===== config.mk =====
export PLATFORM = sky130hd
export DESIGN_NAME = hsic_cell
export DESIGN_NICKNAME = d
export VERILOG_FILES = /design/src/rtl/hsic_pkg.sv /design/src/rtl/hsic_cell.sv
export SDC_FILE = /design/constraint.sdc
export NUM_CORES = 2
export LEC_CHECK = 0
export BUFFER_PORTS_ARGS = -buffer_cell sky130_fd_sc_hd__buf_2
export CAP_MARGIN = 20
export CORE_ASPECT_RATIO = 1.25
export CORE_MARGIN = 8
export CORE_UTILIZATION = 35
export CTS_BUF_LIST = sky130_fd_sc_hd__clkbuf_8
export CTS_CLUSTER_SIZE = 20
export DETAILED_ROUTE_END_ITERATION = 8
export GPL_TIMING_DRIVEN = 0
export PLACE_DENSITY_LB_ADDON = 0.15
export SLEW_MARGIN = 20
export SYNTH_ARGS = -nofsm -noshare
export SYNTH_HDL_FRONTEND = slang
export SYNTH_SLANG_ARGS = --single-unit

===== constraint.sdc =====
create_clock -name clk_i -period 2.3 [get_ports clk_i]
set_input_delay 0.46 -clock clk_i [delete_from_list [all_inputs] [get_ports clk_i]]
set_output_delay 0.46 -clock clk_i [all_outputs]
set_load 0.01 [all_outputs]

===== src/rtl/hsic_pkg.sv =====
// Shared types and constants for the hash set insert / chain statistics unit.
// No dependencies.
`timescale 1ns / 1ps
`default_nettype none
package hsic_pkg;

  localparam int unsigned BUCKETS      = 2048;
  localparam int unsigned KEY_CAPACITY = 1024;
  localparam int unsigned NUM_CELLS    = 16;
  localparam int unsigned CELL_ROWS    = KEY_CAPACITY / NUM_CELLS;

  localparam int unsigned KEY_W    = 31;
  localparam int unsigned HASH_W   = 20;
  localparam int unsigned BKT_W    = $clog2(BUCKETS);
  localparam int unsigned BCNT_W   = 12;
  localparam int unsigned CNT_W    = $clog2(KEY_CAPACITY) + 1;
  localparam int unsigned IDX_W    = $clog2(KEY_CAPACITY);
  localparam int unsigned CID_W    = $clog2(NUM_CELLS);
  localparam int unsigned ROW_W    = $clog2(CELL_ROWS);
  localparam int unsigned COLL_W   = 10;
  localparam int unsigned BITCNT_W = $clog2(KEY_W);
  localparam int unsigned DIVCNT_W = $clog2(HASH_W);

  localparam logic [HASH_W-1:0] HASH_PRIME = HASH_W'(999149);

  localparam logic [1:0] REG_MULT  = 2'd0;
  localparam logic [1:0] REG_OFFS  = 2'd1;
  localparam logic [1:0] REG_BCNT  = 2'd2;

  typedef enum logic [1:0] {
    HP_IDLE,
    HP_MUL,
    HP_OFS,
    HP_DIV
  } hash_phase_e;

  typedef enum logic [2:0] {
    ST_CLEAR,
    ST_IDLE,
    ST_HASH,
    ST_SCAN,
    ST_DRAIN,
    ST_COMMIT
  } top_state_e;

  // Broadcast from the sequencer to every cell of the search chain.
  typedef struct packed {
    logic              scan;
    logic [ROW_W-1:0]  row;
    logic              start;
    logic              wr;
    logic [IDX_W-1:0]  wr_idx;
    logic [KEY_W-1:0]  key;
    logic [BKT_W-1:0]  bucket;
    logic [CNT_W-1:0]  count;
  } cell_ctrl_t;

endpackage
`default_nettype wire


===== src/rtl/hsic_cell.sv =====
// One search cell: a bank of stored keys, a local match flag, and a
// registered OR link to the next cell. Depends on hsic_pkg.
`timescale 1ns / 1ps
`default_nettype none
module hsic_cell import hsic_pkg::*; (
  input  wire logic             clk_i,
  input  wire logic             rst_ni,
  input  wire logic [CID_W-1:0] cell_id_i,
  input  wire cell_ctrl_t       ctrl_i,
  input  wire logic             hit_i,
  output logic                  hit_o
);

  logic [BKT_W+KEY_W-1:0] mem [CELL_ROWS];
  logic [BKT_W+KEY_W-1:0] rd_q;
  logic                   rd_ok_q;
  logic                   local_q;
  logic                   hit_q;
  logic [IDX_W-1:0]       rd_idx;

  assign rd_idx = {ctrl_i.row, cell_id_i};

  always_ff @(posedge clk_i) begin
    if (ctrl_i.wr && (ctrl_i.wr_idx[CID_W-1:0] == cell_id_i)) begin
      mem[ctrl_i.wr_idx[IDX_W-1:CID_W]] <= {ctrl_i.bucket, ctrl_i.key};
    end
    rd_q <= mem[ctrl_i.row];
  end

  always_ff @(posedge clk_i or negedge rst_ni) begin
    if (!rst_ni) begin
      rd_ok_q <= 1'b0;
      local_q <= 1'b0;
      hit_q   <= 1'b0;
    end else begin
      // only entries below the fill count are ever compared
      rd_ok_q <= ctrl_i.scan && ({1'b0, rd_idx} < ctrl_i.count);
      if (ctrl_i.start) begin
        local_q <= 1'b0;
      end else if (rd_ok_q && (rd_q == {ctrl_i.bucket, ctrl_i.key})) begin
        local_q <= 1'b1;
      end
      hit_q <= hit_i | local_q;
    end
  end

  assign hit_o = hit_q;

endmodule
`default_nettype wire


# Word level (Yosys, flattened, before mapping)
# Memory sizes are Yosys's and may differ from the RTL's. A register that Yosys moved wholly into a read port is not among the register bits.
# Index checks and enable logic that the tools add are counted.
[classes] n_bitwise=1 n_eq_ne=2 n_reduce_logical=4 n_lt_le_gt_ge=1 n_mux=4
[op_table] cell="equality test 42 bit" n=1
[op_table] cell="< comparator 10 x 11 -> 1 bit" n=1
[op_table] cell="equality test 4 bit" n=1
[op_table] cell="two-way mux 1 bit" n=4
[op_table] cell="logical AND 1 bit" n=3
[op_table] cell="nonzero test 2 bit" n=1
[op_table] cell="OR 1 bit" n=1
[totals] output_inout_bits=1 memories=1 reg_bits=3 ram_bits=2688
[memory_table] memory="mem" words=64 word_bits=42 rd=1 rd_clocked_by_memory_dff=1 wr=1 line="hsic_cell.sv:14" rtl="logic [BKT_W+KEY_W-1:0] mem [CELL_ROWS];"

# Logic depth before layout (Yosys ltp)
[logic_depth] ltp_word=4 mapped_depth=11 ltp_nobuf=8

# Worst setup path before layout
# Ideal clock, no wire load.
[synth_timing] kind="in2reg" from="in ctrl_i[53] (netlist name)" to="mem mem[63][0] (netlist name) (enable)" arrival_time_ns=3.110 setup_slack_ns=-1.252 stages=6 setup_time_ns=0.442 required_time_ns=1.858 n_path_buf=0 path_cell_list="xor2_1 > nor3_1 > nand3_1 > nor2_1 > nand3_1 > nor2_1"
[synth_between] elab_chain_len=4
[synth_rtl] item="start, declared" line="hsic_cell.sv:9" rtl="input wire cell_ctrl_t ctrl_i,"
[synth_rtl] item="equality test 4 bit" line="hsic_cell.sv:24" rtl="if (ctrl_i.wr && (ctrl_i.wr_idx[CID_W-1:0] == cell_id_i)) begin"
[synth_rtl] item="logical AND 1 bit" line="hsic_cell.sv:24"
[synth_rtl] item="two-way mux 1 bit" line="hsic_cell.sv:24"
[synth_rtl] item="two-way mux 1 bit (not written as such)" line="hsic_cell.sv:25" rtl="mem[ctrl_i.wr_idx[IDX_W-1:CID_W]] <= {ctrl_i.bucket, ctrl_i.key};"
[synth_rtl] item="end, declared" line="hsic_cell.sv:14"
# Every way passes these cells.

==> flow_metrics.py <==
metrics = {
    "setup_path": {
        "cp.arrival_ns": 3.39,
        "crit_path_start_kind": "input pin",
        "crit_slowest_cell": "o21ai_1",
        "critPathMaxStageDelay_ns": 0.64,
        "critPathTopFamily": "buffers and inverters",
        "crit_required_ns": 3.25,
        "crit_chain": "buf_2 > inv_2 > clkbuf_2 > buf_12 > clkbuf_2 > a21oi_1 > o21ai_1 > a21oi_1 > nor3_1",
        "path_buf_inv": 5,
        "path_max_fanout": 10,
        "critical_path_class": "in2reg",
        "setup.worst_path.end_class": "flop",
    },
    "pwr": {
        "power_frac_comb": 0.063,
        "vdd_drop_max_mv": 0.505,
        "power.share.clock": 0.391,
        "intPower_mw": 76.5,
        "p_switching_mw": 23.9,
        "power_density_nw_per_um2": 802,
        "seq_power_share": 0.547,
        "power_leakage_nw": 40.0,
        "switching_share": 0.238,
    },
    "route": {
        "routed_wl_mm": 368,
        "drcViolationCount": 0,
        "via_per_inst": 5.56,
        "dr.pass1.iters": 6,
        "ant_nets": 0,
        "drt_iter0_drc": 6550,
        "routedWlPerCell_microns": 37.6,
        "via_count": 54349,
    },
    "floorplanning": {
        "dieHeight_microns": 626,
        "floorplan.rows": 224,
        "initial_utilization": 0.351,
        "fp.dieArea_sq_um": 316000,
        "design.core.area_sq_um": 297000,
        "dieWidth_microns": 504,
        "num_io_pins": 80,
    },
    "job": {
        "maxCapViolCount": 0,
    },
    "logic_synthesis": {
        "synth_nets": 4695,
        "synthFlopType": "edfxtp_1",
        "yosysSeqAreaShare": 0.783,
        "synthCells": 4607,
        "synth_edf_count": 2688,
        "synth_warnings": 0,
        "synth_seq_cells": 2733,
        "ys_types": 53,
        "syn-cell-area_sq_um": 104000,
        "syn_area_per_cell_sq_um": 22.6,
        "synth-async-reset-ratio": 0.00110,
    },
    "grt": {
        "grt_pass1_wl_mm": 491,
        "grt_util_all_layers": 0.227,
        "grt_pass1_vias": 55663,
        "overflow": 0,
        "antenna_found_initial": 31,
        "grt_max_degree": 66,
    },
    "timing": {
        "finalCritPeriodShare": 1.06,
        "fin_ws_ns": -0.138,
        "max_freq_mhz": 410,
        "finClkSkew_ns": 0.0536,
        "slew_viol_final": 0,
        "relSlewSlack": 0.187,
        "hold_violations": 0,
        "worst_slew_pin_slew_ns": 1.22,
        "setup_violations": 22,
        "period_minus_slack_ns": 2.44,
    },
    "final_layout": {
        "final_cell_area_sq_um": 125000,
        "drive_gt1_frac": 0.340,
        "final_nets": 5537,
        "area_growth_pct": 20.1,
        "finalNonFillerCells": 9775,
        "n_fill_cell": 25957,
        "final_cell_mix": "edfxtp_1 (2688), mux4_2 (710), clkbuf_8 (463), nand2_1 (224), buf_4 (153)",
        "final_common_cell": "edfxtp_1",
    },
    "clock_network": {
        "insertion_delay_ns": 1.04,
        "cts_num_sinks": 2733,
        "ctsLongestPathBuffers": 4,
        "htree_levels": 5,
        "path_clk_slew_ns": 0.07,
        "cts_root_buf": "clkbuf_8",
        "numCtsBuffers": 437,
        "cts_tree": "built",
    },
    "place": {
        "port_buffers": 76,
        "dpl_worst_slack_ns": -2.39,
        "dp_cells": 8872,
        "place_area_sq_um": 116000,
        "place.gp.congestion": 0.831,
        "dp_hpwl_mm": 251,
    },
    "worst_hold_path": {
        "min_path_type": "in2reg",
    },
    "run_status": {
        "status": "finished with violations",
        "violations": "setup timing",
    },
}
## final timing paths
kind / startpoint / endpoint / slack, ns / cells past startpoint
worst max-delay path: ctrl_i[68] / rd_q[3] / -0.14 / 9
worst min-delay path: ctrl_i[22] / mem[31][0] / 0.05 / 1
worst max register to register: rd_q[11] / local_q / -0.07 / 5
worst min register to register: local_q / hit_o / 0.74 / 1
max in group asynchronous: rst_ni / local_q / 1.84 / 3
min in group asynchronous: rst_ni / rd_ok_q / 0.31 / 3
## power by group through the flow
stage          combinational [mW]  clock, mW  sequential [mW]
6_report                     6.29       39.2             54.9
5_1_grt                      6.48       42.0             54.9
3_5_place_dp                 6.13          0             55.9
4_1_cts                      6.32       39.9             54.9
3_3_place_gp                 5.86          0             56.0
2_1_floorplan                2.74          0             55.9
## registers in the layout, summed over array words and instances, names as in the netlist
register,flops
rd_ok_q,1
hit_o,1
local_q,1
rd_q,42
mem,2688
## metrics by stage
stage                     setup TNS (ns)  power [mW]  hold slack (ns)  utilization
after detailed placement        -3201.75        62.1            0.258        0.389
after CTS                              0         101          0.00845        0.421
final                              -1.20         100           0.0477        0.422
after floorplan                  -543.28        58.7            0.164            -
after global routing              -0.639         103         -0.00617        0.421
after global placement          -6404.07        61.8            0.254        0.371
## routing by layer
metal / global-route usage / part of all wire
met2: 0.399 / 0.51
met1: 0.278 / 0.38
met3: 0.0376 / 0.066
met5: 0 / 0.00034
met4: 0.0959 / 0.049
## final cells by class
type                    count  area (sq um)  area share
diodes                     12          30.0    0.000240
plain buffers             249          1580      0.0126
clock buffers             463          6370      0.0509
clock inverters           335          1620      0.0129
inverters                  13          50.0    0.000400
multi-input cells        1611         22400       0.179
flip-flops and latches   2733         81600       0.652
well taps                3955          4950      0.0395
repair buffers            404          6610      0.0528
## cell families (layout without fill, tap and decap cells)
family / Yosys count / after routing / share of synthesized area
multiplexers: 810 / 810 / 0.163
AO/OA/AOI/OAI: 263 / 263 / 0.0161
XOR/XNOR: 46 / 46 / 0.00386
AND/OR/NAND/NOR: 483 / 483 / 0.0204
other: 0 / 12 / 0
flip-flops: 2733 / 2733 / 0.783
adder cells (fa/ha/maj): 9 / 9 / 0.00108
buffers and inverters: 263 / 1464 / 0.0128
## cell usage after synthesis, drive strengths merged (2+ instances only)
cell / n / share of area
nand2: 231 / 0.0083
nor2: 112 / 0.0040
and2: 27 / 0.0016
mux4: 710 / 0.15
a21oi: 55 / 0.0026
edfxtp: 2688 / 0.77
nor4: 4 / 0.00024
xor2: 3 / 0.00025
o221ai: 5 / 0.00042
clkbuf: 92 / 0.0033
inv: 12 / 0.00043
nand3: 21 / 0.0010
or2: 3 / 0.00018
xnor2: 43 / 0.0036
buf: 158 / 0.0090
mux2: 9 / 0.00097
mux2i: 91 / 0.0087
nand4: 11 / 0.00066
dfrtp: 3 / 0.00072
a2111oi: 3 / 0.00025
a211oi: 33 / 0.0024
o21ai: 19 / 0.00091
o211ai: 5 / 0.00036
a311oi: 14 / 0.0012
o22ai: 68 / 0.0041
or3b: 2 / 0.00017
ha: 9 / 0.0011
nor2b: 5 / 0.00030
or4: 2 / 0.00014
nor3: 18 / 0.00086
a31oi: 49 / 0.0029
nand3b: 3 / 0.00022
dfxtp: 42 / 0.0081
o31ai: 3 / 0.00022
nand2b: 7 / 0.00042
and3: 36 / 0.0022
## timing repair
action,in CTS,in global routing
pin swaps,26,1
endpoints found under the setup margin,1572,480
hold buffers,38,8
cloned,0,0
resized for setup,170,45
buffers inserted,45,3
endpoints found under the hold margin,650,96
Note: power is estimated with default switching activity, not from simulation.
