--- config.mk ---
export PLATFORM = sky130hd
export DESIGN_NAME = hsic_hash
export DESIGN_NICKNAME = d
export VERILOG_FILES = /design/src/rtl/hsic_pkg.sv /design/src/rtl/hsic_hash.sv
export SDC_FILE = /design/constraint.sdc
export NUM_CORES = 1
export LEC_CHECK = 0
export BUFFER_PORTS_ARGS = -buffer_cell sky130_fd_sc_hd__buf_2
export CAP_MARGIN = 10
export CORE_MARGIN = 1
export CORE_UTILIZATION = 60
export CTS_BUF_LIST = sky130_fd_sc_hd__clkbuf_16
export CTS_CLUSTER_DIAMETER = 40
export DETAILED_ROUTE_END_ITERATION = 6
export GPL_TIMING_DRIVEN = 0
export PLACE_DENSITY = 0.82
export RECOVER_POWER = 100
export SLEW_MARGIN = 20
export SYNTH_ARGS = -nofsm -noshare
export SYNTH_HDL_FRONTEND = slang
export SYNTH_SLANG_ARGS = --single-unit
--- constraint.sdc ---
create_clock -name clk_i -period 6.4 [get_ports clk_i]
set_input_delay 0.32 -clock clk_i [delete_from_list [all_inputs] [get_ports clk_i]]
set_output_delay 0.32 -clock clk_i [all_outputs]
set_load 0.01 [all_outputs]
--- src/rtl/hsic_pkg.sv ---
// Shared types and constants for the hash set insert / chain statistics unit.
// No dependencies.
`timescale 1ns / 1ps
`default_nettype none
package hsic_pkg;

  localparam int unsigned BUCKETS      = 2048;
  localparam int unsigned KEY_CAPACITY = 1024;
  localparam int unsigned NUM_CELLS    = 16;
  localparam int unsigned CELL_ROWS    = KEY_CAPACITY / NUM_CELLS;

  localparam int unsigned KEY_W    = 31;
  localparam int unsigned HASH_W   = 20;
  localparam int unsigned BKT_W    = $clog2(BUCKETS);
  localparam int unsigned BCNT_W   = 12;
  localparam int unsigned CNT_W    = $clog2(KEY_CAPACITY) + 1;
  localparam int unsigned IDX_W    = $clog2(KEY_CAPACITY);
  localparam int unsigned CID_W    = $clog2(NUM_CELLS);
  localparam int unsigned ROW_W    = $clog2(CELL_ROWS);
  localparam int unsigned COLL_W   = 10;
  localparam int unsigned BITCNT_W = $clog2(KEY_W);
  localparam int unsigned DIVCNT_W = $clog2(HASH_W);

  localparam logic [HASH_W-1:0] HASH_PRIME = HASH_W'(999149);

  localparam logic [1:0] REG_MULT  = 2'd0;
  localparam logic [1:0] REG_OFFS  = 2'd1;
  localparam logic [1:0] REG_BCNT  = 2'd2;

  typedef enum logic [1:0] {
    HP_IDLE,
    HP_MUL,
    HP_OFS,
    HP_DIV
  } hash_phase_e;

  typedef enum logic [2:0] {
    ST_CLEAR,
    ST_IDLE,
    ST_HASH,
    ST_SCAN,
    ST_DRAIN,
    ST_COMMIT
  } top_state_e;

  // Broadcast from the sequencer to every cell of the search chain.
  typedef struct packed {
    logic              scan;
    logic [ROW_W-1:0]  row;
    logic              start;
    logic              wr;
    logic [IDX_W-1:0]  wr_idx;
    logic [KEY_W-1:0]  key;
    logic [BKT_W-1:0]  bucket;
    logic [CNT_W-1:0]  count;
  } cell_ctrl_t;

endpackage
`default_nettype wire

--- src/rtl/hsic_hash.sv ---
// Iterative hash: ((mult*key + offset) mod prime) mod bucket divisor.
// Depends on hsic_pkg.
`timescale 1ns / 1ps
`default_nettype none
module hsic_hash import hsic_pkg::*; (
  input  wire logic              clk_i,
  input  wire logic              rst_ni,
  input  wire logic              start_i,
  input  wire logic [KEY_W-1:0]  key_i,
  input  wire logic [HASH_W-1:0] mult_i,
  input  wire logic [HASH_W-1:0] offs_i,
  input  wire logic [BCNT_W-1:0] bcount_i,
  output logic                   done_o,
  output logic [BKT_W-1:0]       bucket_o
);

  hash_phase_e          phase_q, phase_d;
  logic [BITCNT_W-1:0]  cnt_q;
  logic [KEY_W-1:0]     key_q;
  logic [HASH_W-1:0]    h_q;
  logic [BKT_W-1:0]     rem_q;

  logic [HASH_W-1:0]    m_red, o_red, dbl_r, mul_r, ofs_r;
  logic [HASH_W:0]      dbl, msum, osum;
  logic [BCNT_W-1:0]    div, r_div;
  logic [BKT_W:0]       r;

  // Registers may exceed the prime by less than one prime.
  assign m_red = (mult_i >= HASH_PRIME) ? mult_i - HASH_PRIME : mult_i;
  assign o_red = (offs_i >= HASH_PRIME) ? offs_i - HASH_PRIME : offs_i;

  // One key bit per cycle, MSB first, kept below the prime.
  assign dbl   = {h_q, 1'b0};
  assign dbl_r = (dbl >= {1'b0, HASH_PRIME}) ? HASH_W'(dbl - {1'b0, HASH_PRIME})
                                             : HASH_W'(dbl);
  assign msum  = {1'b0, dbl_r} + (key_q[cnt_q] ? {1'b0, m_red} : '0);
  assign mul_r = (msum >= {1'b0, HASH_PRIME}) ? HASH_W'(msum - {1'b0, HASH_PRIME})
                                              : HASH_W'(msum);
  assign osum  = {1'b0, h_q} + {1'b0, o_red};
  assign ofs_r = (osum >= {1'b0, HASH_PRIME}) ? HASH_W'(osum - {1'b0, HASH_PRIME})
                                              : HASH_W'(osum);

  // Zero divisor acts as one, oversize as the bucket count.
  always_comb begin
    div = bcount_i;
    if (bcount_i == '0) div = BCNT_W'(1);
    if (bcount_i > BCNT_W'(BUCKETS)) div = BCNT_W'(BUCKETS);
  end

  assign r     = {rem_q, h_q[HASH_W-1]};
  assign r_div = ({1'b0, r} >= div) ? BCNT_W'({1'b0, r} - div) : BCNT_W'({1'b0, r});

  always_comb begin
    phase_d = phase_q;
    unique case (phase_q)
      HP_IDLE: if (start_i) phase_d = HP_MUL;
      HP_MUL:  if (cnt_q == '0) phase_d = HP_OFS;
      HP_OFS:  phase_d = HP_DIV;
      HP_DIV:  if (cnt_q == '0) phase_d = HP_IDLE;
      default: phase_d = HP_IDLE;
    endcase
  end

  always_comb begin
    done_o = (phase_q == HP_DIV) && (cnt_q == '0);
  end

  always_ff @(posedge clk_i or negedge rst_ni) begin
    if (!rst_ni) begin
      phase_q <= HP_IDLE;
    end else begin
      phase_q <= phase_d;
    end
  end

  always_ff @(posedge clk_i) begin
    unique case (phase_q)
      HP_IDLE: begin
        key_q <= key_i;
        h_q   <= '0;
        cnt_q <= BITCNT_W'(KEY_W - 1);
      end
      HP_MUL: begin
        h_q   <= mul_r;
        cnt_q <= cnt_q - 1'b1;
      end
      HP_OFS: begin
        h_q   <= ofs_r;
        rem_q <= '0;
        cnt_q <= BITCNT_W'(HASH_W - 1);
      end
      HP_DIV: begin
        rem_q <= BKT_W'(r_div);
        h_q   <= {h_q[HASH_W-2:0], 1'b0};
        cnt_q <= cnt_q - 1'b1;
      end
      default: ;
    endcase
  end

  assign bucket_o = BKT_W'(r_div);

endmodule
`default_nettype wire

==> Word-level counts from Yosys, hierarchy flattened <==
Cells that the tools add are included.
{ "word_totals": {"register_bits": 69, "latch_bits": 0, "ram_bits": 0, "rom_bits": 0, "in_bits": 86, "output_inout_bits": 12, "elab_cells": 53, "n_memories": 0} }
{ "classes": {"add_sub_neg": 9, "multipliers": 0, "div_mod_pow": 0, "n_lt_le_gt_ge": 8, "n_eq_ne": 6, "n_shift": 0, "mux": 18, "bitwise_logic": 0, "reduce_logical": 7} }
{ "ops": {"columns": ["cell", "n"], "rows": [
  ["$mux W20", 6],
  ["$sub A20 B20 Y20 const B", 5],
  ["$pmux W20 S4", 1],
  ["$ge A21 B20 Y1 const B", 3],
  ["$add A20 B20 Y21", 2],
  ["$ge A20 B20 Y1 const B", 2],
  ["$mux W12", 2],
  ["$pmux W11 S2", 1],
  ["$pmux W5 S3", 1],
  ["$ge A12 B12 Y1", 1],
  ["$gt A12 B12 Y1 const B", 1],
  ["$logic_not A12 Y1", 1],
  ["$mux W11", 1],
  ["$sub A11 B11 Y11", 1],
  ["$pmux W2 S4", 1],
  ["$lt A5 B6 Y1 const B", 1],
  ["$mux W2", 3],
  ["$ne A2 B2 Y1 const B", 3],
  ["$bmux W1 S5", 1],
  ["$logic_not A5 Y1", 1],
  ["$sub A5 B1 Y5 const B", 1],
  ["$eq A2 B2 Y1 const B", 2],
  ["$reduce_and A3 Y1", 1],
  ["$eq A2 B1 Y1 const B", 1],
  ["other kinds (5)", 5]
]} }

==> Longest topological paths before layout <==
{ "logic_depth": {"depth_word": 7, "depth_mapped": 27, "depth_no_buf": 24} }

==> Least setup slack after synthesis <==
Ideal clock, no wire load.
{ "synth_path": {"kind": "register to register", "startpoint": "register cnt_q[0]", "endpoint": "register h_q[10]", "setup_ns": 0.074, "arrival_ns": 5.591, "required_time_ns": 6.326, "slack_ns": 0.734, "path_stages_with_launch": 19, "n_path_buf": 3, "synth_period_minus_slack_ns": 5.666, "path_cell_list": "dfxtp_1 buf_1 mux4_2 mux4_2 mux2i_1 clkbuf_1 nor2_1 ha_1 a21o_1 a221oi_4 o21bai_4 or4b_1 o31a_2 a21oi_4 a32oi_2 o31a_1 buf_6 or4_1 a31oi_1"} }
{ "synth_via": {"elab_chain_cells": 7, "word_cells_on_any_way": 8, "cone_classes": "add/sub (2); order compare (1); mux (5)"} }
{ "synth_lines": {"columns": ["element", "line", "text"], "rows": [
  ["from (decl)", "hsic_hash.sv:18", "logic [BITCNT_W-1:0] cnt_q;"],
  ["from (signal assigned)", "hsic_hash.sv:81", "cnt_q <= BITCNT_W'(KEY_W - 1);"],
  ["from (signal assigned)", "hsic_hash.sv:85", "cnt_q <= cnt_q - 1'b1;"],
  ["from (signal assigned)", "hsic_hash.sv:90", "cnt_q <= BITCNT_W'(HASH_W - 1);"],
  ["$bmux W1 S5 (*)", "hsic_hash.sv:36", "assign msum = {1'b0, dbl_r} + (key_q[cnt_q] ? {1'b0, m_red} : '0);"],
  ["$mux W1 (implied by the code) (*)", "hsic_hash.sv:36", null],
  ["$mux W20 (*)", "hsic_hash.sv:36", null],
  ["$add A20 B20 Y21 (*)", "hsic_hash.sv:36", null],
  ["$sub A20 B20 Y20 or $ge A21 B20 Y1 (tied branches)", "hsic_hash.sv:37", "assign mul_r = (msum >= {1'b0, HASH_PRIME}) ? HASH_W'(msum - {1'b0, HASH_PRIME})"],
  ["$mux W20 (*)", "hsic_hash.sv:37", null],
  ["$pmux W20 S4 (*)", "hsic_hash.sv:77", "unique case (phase_q)"],
  ["to (signal assigned)", "hsic_hash.sv:84", "h_q <= mul_r;"],
  ["to (signal assigned)", "hsic_hash.sv:88", "h_q <= ofs_r;"],
  ["to (signal assigned)", "hsic_hash.sv:94", "h_q <= {h_q[HASH_W-2:0], 1'b0};"],
  ["to (decl)", "hsic_hash.sv:20", "logic [HASH_W-1:0] h_q;"]
]} }
Every way passes the cells marked *; elsewhere a longest branch is shown, timed or not. The select of a mux whose other input is x is not followed.
A chain may end at the register's enable or synchronous reset.

==> Worst setup path in the final report <==
{ "layout_path": {"startpoint": "register h_q[1]", "endpoint": "register h_q[14]"} }
{ "layout_via": {"elab_chain_cells": 6, "word_cells_on_any_way": 12, "cone_classes": "add/sub (5); order compare (3); mux (4)"} }
{ "layout_lines": {"columns": ["element", "line", "text"], "rows": [
  ["$sub A20 B20 Y20 or $ge A21 B20 Y1 (tied branches)", "hsic_hash.sv:34", "assign dbl_r = (dbl >= {1'b0, HASH_PRIME}) ? HASH_W'(dbl - {1'b0, HASH_PRIME})"],
  ["$mux W20", "hsic_hash.sv:34", null],
  ["$add A20 B20 Y21", "hsic_hash.sv:36", null],
  ["$sub A20 B20 Y20 or $ge A21 B20 Y1 (tied branches)", "hsic_hash.sv:37", null],
  ["$mux W20", "hsic_hash.sv:37", null],
  ["$pmux W20 S4 (*)", "hsic_hash.sv:77", null]
]} }
Every way passes the cells marked *; elsewhere a longest branch is shown, timed or not.

==> summary by stage <==
Synthesis
The most numerous cell in the Yosys netlist is nand2_1. The largest family of logic cells by synthesized area is simple AND/OR/NAND/NOR gates. Yosys attributes the largest share of cell area to edfxtp_1 15%, ha_1 10%, dfxtp_1 5.9%. The dominant synthesized flop cell is edfxtp_1. The Yosys step of the flow raised 0 warnings. The synthesized-area fraction occupied by adder cells is 10.8%.

The cell area that synthesis handed to floorplanning was 8420 sq um. In this run, synthesis inferred 42 flip-flops with an integrated enable. Averaged over all synthesized cells, the footprint is 7.90 sq um.

The synthesized netlist devotes 25.9% of its cell area to simple gates. The number of nets handed over by synthesis was 1223. The synthesized-area fraction occupied by xor and xnor cells is 8.21%.

The fraction of post-synthesis cell area in the top cell type by area is 15.0%. Of all flip-flops after synthesis, the portion carrying an async set or reset was 2.90%. The count of cell types in the netlist is 89. Sequential cells were found to cover 21.5% of the synthesized design area. Of all cell types, the one taking the most synthesized area is edfxtp_1. Synthesis inferred 69 register bits.

The post-synthesis cell count is 1066. The portion of synthesized area spent on multiplexers is 4.14%. The complex-gate fraction of the synthesized area is 25.4%. Sorting the synthesized cells by how often they occur yields 116 x nand2_1, 110 x nor2_1, 69 x a21oi_1, 68 x ha_1, 49 x o21ai_0.

Power and ir drop
Dividing total power by cell area gives a power density of 291 nW/um^2. Total power for the finished layout comes to 2.75 mW. In this run the static leakage power is 3.91 nW.

The worst-case IR drop observed on VDD is 173 uV.

Place
The total placed instance area is 9130 sq um. The final estimated routing congestion in global placement is 0.939. The detailed placer's ending HPWL is 17.5 mm.

During placement, the flow inserted port buffers numbering 97.

Clocking
Clock-pin slew was measured on the worst setup and hold paths at 0.06 ns. In this run the post-CTS setup repair buffer count came out at 0. The library cell used as clock root buffer is clkbuf_16. The CTS sink count is 69. The clock latency on the worst-skew pair is 0.33 ns. TritonCTS built the clock tree. The number of clock buffers inserted by TritonCTS is 9. Counting along the longest clock path gives a buffer depth of 2.

The clock tree synthesis step divided the H-tree into 3 levels.

Critical path
For flop-to-flop paths, the worst setup slack is 0.39 ns. In this run the worst path has a maximum fanout of 10. Data arrives at the worst endpoint at 6.26 ns.

The capture point of the worst reg-to-reg path is h_q[14]. The required time of the worst setup path is 6.66 ns. The start of the worst register-to-register path is h_q[1]. The path depth of the worst reg2reg path is 22. The startpoint-to-endpoint class of the critical path is flip-flop to flip-flop. The launching element type of the critical path is a flip-flop.

STA classifies the critical path endpoint as a flip-flop.

Min path
Along the worst hold path, the cell count comes to 1. The startpoint of the lowest-slack hold path is key_i[13]. The class of the worst hold path is primary input to flip-flop. For hold timing, the worst endpoint is key_q[13].

Detailed routing
The first detailed-routing pass took 7 iterations. The aggregate routed wire length is 22.0 mm. The DRC marker count from the first detailed-route iteration is 847. Detailed routing inserted a total of 8549 vias. In the final routed layout, each cell accounts on average for 16.2 um.

The count of unresolved DRC violations after routing is 1. The via density per instance is 6.30. Once detail routing completed, the nets flagged for antenna violations numbered 0.

Final layout
The ratio of cells with drive above 1 in the final layout is 13.1%. The net count reported at finish is 1332. The post-route cell area is 9470 sq um. The number of antenna diodes is 0. The area growth from synthesis to layout is 12.4%.

Die
After floorplanning, the core was sized to cover 13500 sq um. The die outline height is 120 um. The floorplan step defined a die boundary enclosing 14500 sq um.

The initial core utilization is 62.6%. The floorplan die width is 120 um. Pin placement for this block handled 98 I/O pins. The floorplan has 42 rows.

Timing
In this run the tightest slew margin relative to its limit is 13.3%. The final-report setup violation count is 0. The count of final max-slew check failures is 0. Setup repair after global routing left no endpoint under its margin. The clock period minus final worst setup slack is 6.01 ns.

The hold violation total from the final report is 0. The clock arrives with 0.00583 ns of skew. Based on the critical path, the design can be clocked at up to 167 MHz.

Dividing the final minimum period by the clock period gives 93.8%. The transition time of the tightest slew-check pin is 1.30 ns.

GRT
The aggregate global routing overflow is 0. The initial antenna violation count is 0. Entering global routing, the biggest net connects 33 pins. The number of global-route vias before repair was 7645. Global routing used 30.2% of the available tracks across all layers. The global-route wire length before repair is 35.5 mm.

Run
The reported max-cap violation count is 0.

Run status
The run finished, with violations left. The checks that failed: DRC.
==> routing by layer <==
layer	wire length, um	track usage [%]	share of wire (%)
met3	1500	3.35	6.8
met5	0	0	0
met4	431	8.33	2.0
met2	10000	50.4	46
met1	10000	41.3	46
==> state kept, by name (all words and copies together) (netlist names) <==
signal   count
cnt_q        5
h_q         20
key_q       31
phase_q      2
rem_q       11
==> placed cells by master (no fill, tap or decap), drive strengths merged, types with 6 or more instances in the layout <==
cell type,Yosys,final
o31ai,8,8
a21oi,70,70
xnor2,35,35
nor3,29,29
nor2b,15,15
edfxtp,42,42
or2,6,6
clkbuf,31,55
a41oi,7,7
a21o,18,18
o21bai,6,6
xor2,44,44
inv,42,46
nand2,117,117
a21boi,10,10
nand4,17,17
o211ai,24,24
dfxtp,25,25
mux4,9,9
ha,68,68
and3,22,22
buf,10,92
nand3,43,43
nor2,110,110
nand3b,8,8
a31oi,19,19
o21a,8,8
o31a,6,6
o21ai,51,51
a211oi,13,13
mux2i,9,9
nand2b,9,9
a211o,9,9
or4,8,8
and2,19,19
o211a,6,6
==> worst max-delay path by stage <==
stage | slack, ns | from | end | cells after the start
after floorplan | 0.73 | cnt_q[0] | h_q[10] | 18
after global placement | -0.50 | cnt_q[0] | h_q[0] | 20
after detailed placement | -0.51 | cnt_q[0] | h_q[10] | 20
after CTS | 0.05 | h_q[1] | h_q[17] | 21
after global routing | 0.01 | h_q[1] | h_q[10] | 23
final | 0.39 | h_q[1] | h_q[14] | 22
==> logic make-up (layout without fill, tap and decap cells) <==
kind of cell,count (synthesis),after routing
buffers and inverters,84,198
adders and majority gates,71,71
muxes,23,23
and+or+nand+nor,440,440
xor gates and xnor gates,79,79
AOI/OAI and AO/OA,300,300
DFF,69,69
==> worst max-delay path: stages (launching register included) <==
cell and delay [ns]:
dfxtp_1 0.41, ha_1 0.24, a21oi_1 0.20, nor2_1 0.07
nor2_1 0.19, nor2_1 0.10, o31ai_1 0.28, nor2_1 0.14
a21oi_2 0.29, clkbuf_2 0.31, mux2_2 0.38, ha_1 0.36
and3_1 0.19, a221oi_4 0.39, o21bai_4 0.13, or4b_1 0.48
o31a_2 0.15, a21oi_4 0.22, a32oi_2 0.17, o31a_1 0.39
buf_6 0.17, or4_1 0.47, a31oi_1 0.18
==> metrics by stage <==
| step | std cells | setup slack, ns | util (%) | hold slack, ns | TNS, ns |
|---|---|---|---|---|---|
| 2_1_floorplan | 1066 | 0.734 | - | 0.0244 | 0 |
| 3_3_place_gp | 1339 | -0.499 | 67.9 | 0.106 | -7.34 |
| 5_1_grt | 1356 | 0.00980 | 70.4 | 0.150 | 0 |
| 6_report | 1356 | 0.395 | 70.4 | 0.158 | 0 |
| 3_5_place_dp | 1339 | -0.513 | 67.9 | 0.110 | -7.54 |
| 4_1_cts | 1356 | 0.0493 | 70.3 | 0.153 | 0 |
==> power breakdown <==
group	switching, mW	internal [mW]	total, mW
Combinational	1.00	0.616	1.62
Sequential	0.0653	0.549	0.614
Clock	0.210	0.312	0.522
Total	1.28	1.48	2.75
==> cell type report <==
cell class,count,area (sq um)
multi-input cells,913,6310
fillers,1121,3980
clock buffers,9,225
flip-flops and latches,69,1810
well taps,176,220
inverters,43,161
plain buffers,41,175
repair buffers,98,480
clock inverters,7,88.8
==> timing repair <==
action	4_1_cts	5_1_grt
setup endpoints to repair	20	18
endpoints found under the hold margin	2	0
cloned	0	0
gates resized for setup	3	10
hold buffers	1	0
Power figures use the tool's default switching activity.
